===== config.mk =====
export PLATFORM = sky130hd
export DESIGN_NAME = botwg_ctrl
export DESIGN_NICKNAME = d
export VERILOG_FILES = /design/src/design/botwg_pkg.sv /design/src/design/botwg_ctrl.sv
export SDC_FILE = /design/constraint.sdc
export NUM_CORES = 1
export LEC_CHECK = 0
export BUFFER_PORTS_ARGS = -buffer_cell sky130_fd_sc_hd__buf_2
export CAP_MARGIN = 0
export CORE_AREA = 2 2 39 41
export CTS_BUF_LIST = sky130_fd_sc_hd__clkbuf_4
export CTS_CLUSTER_SIZE = 8
export DETAILED_ROUTE_END_ITERATION = 7
export DIE_AREA = 0 0 41 43
export PLACE_DENSITY_LB_ADDON = 0.12
export SKIP_LAST_GASP = 1
export SLEW_MARGIN = 0
export SYNTH_ARGS = -nofsm -noshare
export SYNTH_HDL_FRONTEND = slang
export SYNTH_SLANG_ARGS = --single-unit

===== constraint.sdc =====
create_clock -name clk -period 1.7 [get_ports clk]
set_input_delay 0.085 -clock clk [delete_from_list [all_inputs] [get_ports clk]]
set_output_delay 0.085 -clock clk [all_outputs]
set_load 0.01 [all_outputs]

===== src/design/botwg_pkg.sv =====
// package for body_offset_to_world_goal
// shared types, constants and the cordic arctangent table; no dependencies
package botwg_pkg;

  localparam int MaxIter = 24;
  localparam logic signed [15:0] PiQ13 = 16'sd25736;
  localparam logic signed [16:0] TwoPiQ13 = 17'sd51472;
  localparam logic signed [31:0] HalfPiQ29 = 32'sd843314857;
  localparam logic signed [30:0] OneQ28 = 31'sd268435456;

  typedef struct packed {
    logic load_pose;
    logic start;
    logic mul_step;
    logic cordic_init;
    logic cordic_step;
    logic finish;
  } ctrl_t;

  typedef struct packed {
    logic mul_last;
    logic cordic_last;
  } stat_t;

  function automatic logic signed [31:0] atan_q29(input logic [4:0] i);
    case (i)
      5'd0: atan_q29 = 32'sd421657428;
      5'd1: atan_q29 = 32'sd248918915;
      5'd2: atan_q29 = 32'sd131521918;
      5'd3: atan_q29 = 32'sd66762579;
      5'd4: atan_q29 = 32'sd33510843;
      5'd5: atan_q29 = 32'sd16771758;
      5'd6: atan_q29 = 32'sd8387925;
      5'd7: atan_q29 = 32'sd4194219;
      5'd8: atan_q29 = 32'sd2097141;
      5'd9: atan_q29 = 32'sd1048575;
      5'd10: atan_q29 = 32'sd524288;
      5'd11: atan_q29 = 32'sd262144;
      5'd12: atan_q29 = 32'sd131072;
      5'd13: atan_q29 = 32'sd65536;
      5'd14: atan_q29 = 32'sd32768;
      5'd15: atan_q29 = 32'sd16384;
      5'd16: atan_q29 = 32'sd8192;
      5'd17: atan_q29 = 32'sd4096;
      5'd18: atan_q29 = 32'sd2048;
      5'd19: atan_q29 = 32'sd1024;
      5'd20: atan_q29 = 32'sd512;
      5'd21: atan_q29 = 32'sd256;
      5'd22: atan_q29 = 32'sd128;
      5'd23: atan_q29 = 32'sd64;
      default: atan_q29 = 32'sd0;
    endcase
  endfunction

endpackage


===== src/design/botwg_ctrl.sv =====
// controller: sequences pose load, quaternion and matrix/offset products and cordic iterations
// depends on botwg_pkg
module botwg_ctrl (
  input  logic                clk,
  input  logic                rst,
  input  logic                in_valid,
  input  logic                in_command,
  output logic                in_ready,
  input  logic                out_busy,
  input  botwg_pkg::stat_t    stat,
  output botwg_pkg::ctrl_t    ctrl
);

  localparam logic [1:0] Idle = 2'd0;
  localparam logic [1:0] Mul = 2'd1;
  localparam logic [1:0] CInit = 2'd2;
  localparam logic [1:0] Cord = 2'd3;

  logic [1:0] state;
  logic [1:0] state_next;

  assign in_ready = (state == Idle) && !out_busy;

  always_comb begin
    state_next = state;
    ctrl = '0;
    case (state)
      Idle: begin
        if (in_valid && in_ready) begin
          if (in_command) begin
            ctrl.start = 1'b1;
            state_next = Mul;
          end else begin
            ctrl.load_pose = 1'b1;
          end
        end
      end
      Mul: begin
        ctrl.mul_step = 1'b1;
        if (stat.mul_last) state_next = CInit;
      end
      CInit: begin
        ctrl.cordic_init = 1'b1;
        state_next = Cord;
      end
      Cord: begin
        ctrl.cordic_step = 1'b1;
        if (stat.cordic_last) begin
          ctrl.finish = 1'b1;
          state_next = Idle;
        end
      end
      default: state_next = Idle;
    endcase
  end

  always_ff @(posedge clk) begin
    if (rst) state <= Idle;
    else state <= state_next;
  end

endmodule


# Word-level counts from Yosys, hierarchy flattened
# Index checks and enable logic that the tools add are counted.
classes:
  addsub: 0
  multipliers: 0
  div_mod_pow: 0
  magnitude_cmp: 0
  eq_ne: 7
  shift: 0
  n_mux: 13
  bitwise_logic: 0
  reduce_logical: 5
ops:
  columns: ["op", "count"]
  rows:
  - ["$mux 2", 7]
  - ["$pmux 2 s4", 1]
  - ["$ne 2x2->1 const B", 3]
  - ["$mux 1", 5]
  - ["$eq 2x2->1 const B", 2]
  - ["$reduce_and 4->1", 1]
  - ["$eq 2x1->1 const B", 1]
  - ["$logic_and 1x1->1", 2]
  - ["$logic_not 2->1", 1]
  - ["$ne 2x1->1 const B", 1]
  - ["$logic_not 1->1", 1]
word_totals:
  reg_bits: 2
  latch_bits: 0
  mem_bits_rw: 0
  mem_bits_ro: 0
  input_bits: 7
  out_inout_bits: 7
  elab_cells: 26
  n_memories: 0

# Longest topological paths before layout
depth:
  ltp_word: 5
  mapped_depth: 5
  depth_no_buf: 5

# Worst setup path after synthesis
# OpenSTA, ideal clock, no wires.
synth_path:
  path_kind: "reg-to-reg"
  startpoint: "register state[0]"
  endpoint: "register state[0]"
  setup_ps: 136
  arrival_time_ps: 1349
  t_required_ps: 1564
  path_slack_ps: 215
  stages_incl_launch_ff: 6
  n_path_buf: 0
  period_less_slack_ps: 1485
  path_cell_list: "dfxtp_1 inv_1 ha_1 or2_2 a2111oi_0 a211oi_1"
synth_via:
  elab_chain_len: 5
  elab_cells_between_ends: 12
  classes_between: "eq/ne (7); mux (1); reduce/logical (4)"
synth_rtl:
  columns: ["item", "line", "source"]
  rows:
  - ["start: declaration", "botwg_ctrl.sv:19", "logic [1:0] state;"]
  - ["start signal: assignment", "botwg_ctrl.sv:58", "if (rst) state <= Idle;"]
  - ["start signal: assignment", "botwg_ctrl.sv:59", "else state <= state_next;"]
  - ["$logic_not 2->1", "botwg_ctrl.sv:22, botwg_ctrl.sv:27", null]
  - ["$logic_and 1x1->1", "botwg_ctrl.sv:22", "assign in_ready = (state == Idle) && !out_busy;"]
  - ["$logic_and 1x1->1", "botwg_ctrl.sv:29", "if (in_valid && in_ready) begin"]
  - ["$ne 2x1->1 (no line)", null, null]
  - ["$reduce_and 4->1 (no line)", null, null]
# Several ways; a longest one is shown, not always the timed one.
# A chain may end at the register's enable or synchronous reset.

==> summary.txt <==
Run status
  • Status: finished, final reports clean

Finish
  • Largest reg by FF count: state
  • Largest register FFs: 2
  • Area grow syn2layout: 53.5%
  • Fillcell total: 160
  • Layout Utilization: 23.6%
  • FF/Latch Area: 40.0 um2
  • Finished Layout Cells: between 50 and 60
  • Nets: 54
  • Antenna fix cells: 0
  • Post-layout instance area: around 330 um2
  • Share of layout cells above drive strength 1: 47.5%
  • Multi-input combinational cell area: 171 um2
  • Top flop regs: state: 2 flops

Synth
  • Synth Net Count: 36
  • Post-synthesis register bit count: 2
  • Distinct cells, synth: 16
  • Synth area leader: ha_1
  • Yosys top cell area share: 29.4%
  • Number of enable flip-flop cells after synthesis: 0
  • Ranking of synthesized cells by area: ha_1 29%, dfxtp_1 19%, nand2b_1 5.9%, nor2b_1 5.9%, mux2i_1 4.7%
  • Synthesized area per cell: 8.86 um2
  • Sequential-to-total area share from yosys stat: 18.8%
  • Ys async rst share: 0%
  • Top-count cell post-synth: ha_1
  • Most common library cells after synthesis: 5 x ha_1, 2 x dfxtp_1, 2 x inv_1, 2 x nand2b_1, 2 x nor2b_1
  • Prevailing post-synth register cell: dfxtp_1
  • Synth warnings: 0
  • Netlist Area Pre-Place: around 210 um2
  • Post-Syn Instances: 24

CTS
  • Clock sinks: 2
  • H-tree Lvls: 1
  • Total CTS buffers: 3
  • Worst skew pair latency: 0.22 ns
  • Clock buffer depth: 2
  • CTS tree: built
  • Root Buffer: clkbuf_4
  • Clock transition at path regs: approximately 0.030 ns

Critical path
  • Slowest-stage cell, CP: dfxtp_1
  • Crit-path cells: inv_1 > ha_1 > and2b_2 > and3_1 > buf_2
  • CP Launch Type: flop
  • Worst setup EP type: primary output
  • Slowest stage delay, CP: 0.34 ns
  • CP Max Fanout: 4
  • FF-to-FF path depth: 5
  • Critical path required time: 1.62 ns
  • CP Class: flop to primary output
  • Crit path DAT: 1.43 ns

Timing
  • Peak Freq: 662 MHz
  • Slew Limit Fails: 0
  • # setup viols final: 0
  • Slew @ Worst Pin: 0.282 ns
  • Clock Skew: between 0.002 and 0.0025 ns
  • Slew headroom: 81.2%
  • Final Hold Vio Count: 0
  • Final Cycle Share: 88.8%
  • Fin crit period: 1.51 ns
  • TNS Setup: 0 ns
  • RSZ-0062 raised after global routing: no

Detailed routing
  • Drt pass-1 iters: 2
  • Drt drc: 0
  • Final ANT Viol Nets: 0
  • WL final: 487 um
  • Wirelength per Cell: around 8.7 um
  • DR vias/cell: 3.95
  • Vias: 221
  • Initial DRC Count: 3

Die
  • Row count: 14
  • # IOs: 14
  • Core area: 0.00138 mm2
  • Die Wd: 41 um
  • Initial Utilization: 15.4%
  • Die Height: 43 um
  • Die area: approximately 0.0018 mm2

Global route
  • GR Overflow Total: 0
  • Initial antenna violation count: 0
  • GRT Overall Usage: roughly 6.7%
  • Vias in the first global route: 212
  • Global-route wire length before repair: 759 um
  • Pin count of the biggest net entering global routing: 5

Power
  • Power Total: roughly 430 uW
  • Leak: roughly 0.17 nW
  • Sequential Power Share: about a fifth
  • Logic pwr share: a little under three fifths
  • Maximum vdd ir drop: 0.486 mV
  • Switching Power: between 150 and 200 uW
  • Net Sw Frac: just under 40%
  • Clock power frac: 24.0%
  • P per Cell Area: approximately 1300 mW/mm2
  • P_int: 265 uW

Place
  • Gp weighted congestion: 0.663
  • DP HPWL: 405 um
  • Dpl cells: 53
  • Placed Area: 298 um2
  • Port Buffers: 13

Hold path
  • Worst min path class: input port to flop
  • Hold depth: 2

Job
  • Max-Cap Viols: 0
-- what timing repair did --
action                                  4_1_cts  5_1_grt
setup buffers                                 0        0
endpoints found under the setup margin        0        1
resized for setup                             0        2
hold buffers                                  0        0
-- critical path: cells and delay by family, from the launching register on --
kind / cells / cell delay [ns]
adder cells (fa/ha/maj): 1 / 0.24
flip-flops: 1 / 0.34
buffers and inverters: 2 / 0.23
AND/OR/NAND/NOR: 2 / 0.39
-- routing by layer --
layer	vias up	GRT usage (%)	wire [um]
met3	0	4.71	53
met2	10	9.69	218
met1	97	6.67	215
met5	-	0	0
met4	0	4.00	0
li1	114	-	-
-- cell families after synthesis --
logic type	synth area share, %
and+or+nand+nor	31.8
adders and majority gates	29.4
AOI/OAI and AO/OA	11.8
buffers and inverters	3.53
DFF	18.8
muxes	4.71
-- power groups by stage --
stage               registers [mW]  clock network, mW  logic, mW
detailed placement          0.0839                  0      0.232
floorplan                   0.0802                  0      0.166
CTS                         0.0834              0.111      0.233
global placement            0.0846                  0      0.231
finish                      0.0828              0.104      0.246
global route                0.0864              0.112      0.291
-- layout make-up --
class                      instances  area share [%]
tap                               16            6.13
inverter                           2            2.30
timing repair buffer              13            19.9
sequential                         2            12.3
multi-input combinational         20            52.5
clock buffer                       3            6.90
-- path summary, 6_finish.rpt --
| path | slack [ns] | endpoint | start |
|---|---|---|---|
| worst max-delay path | 0.19 | ctrl[4] | state[0] |
| worst min-delay path | 0.04 | state[0] | rst |
| worst max register to register | 0.21 | state[0] | state[0] |
| worst min register to register | 0.52 | state[1] | state[1] |
-- cells in the final DEF (no fill, tap or decap), drive strengths merged --
cell type / instances
buf: 13
ha: 5
clkbuf: 3
inv: 2
nor2b: 2
nand2b: 2
dfxtp: 2
and2b: 1
and3: 1
nand2: 1
nor2: 1
nand3b: 1
a211o: 1
or2: 1
a2111oi: 1
a211oi: 1
mux2i: 1
and2: 1
-- through the flow --
stage | setup WS [ns] | hold WS (ns)
after floorplan | 0.215 | 0.158
after global placement | 0.0243 | 0.277
after detailed placement | 0.0956 | 0.273
after CTS | 0.0938 | 0.0367
after global routing | 0.0663 | 0.0617
final | 0.190 | 0.0448
Note: power is estimated with default switching activity, not from simulation.
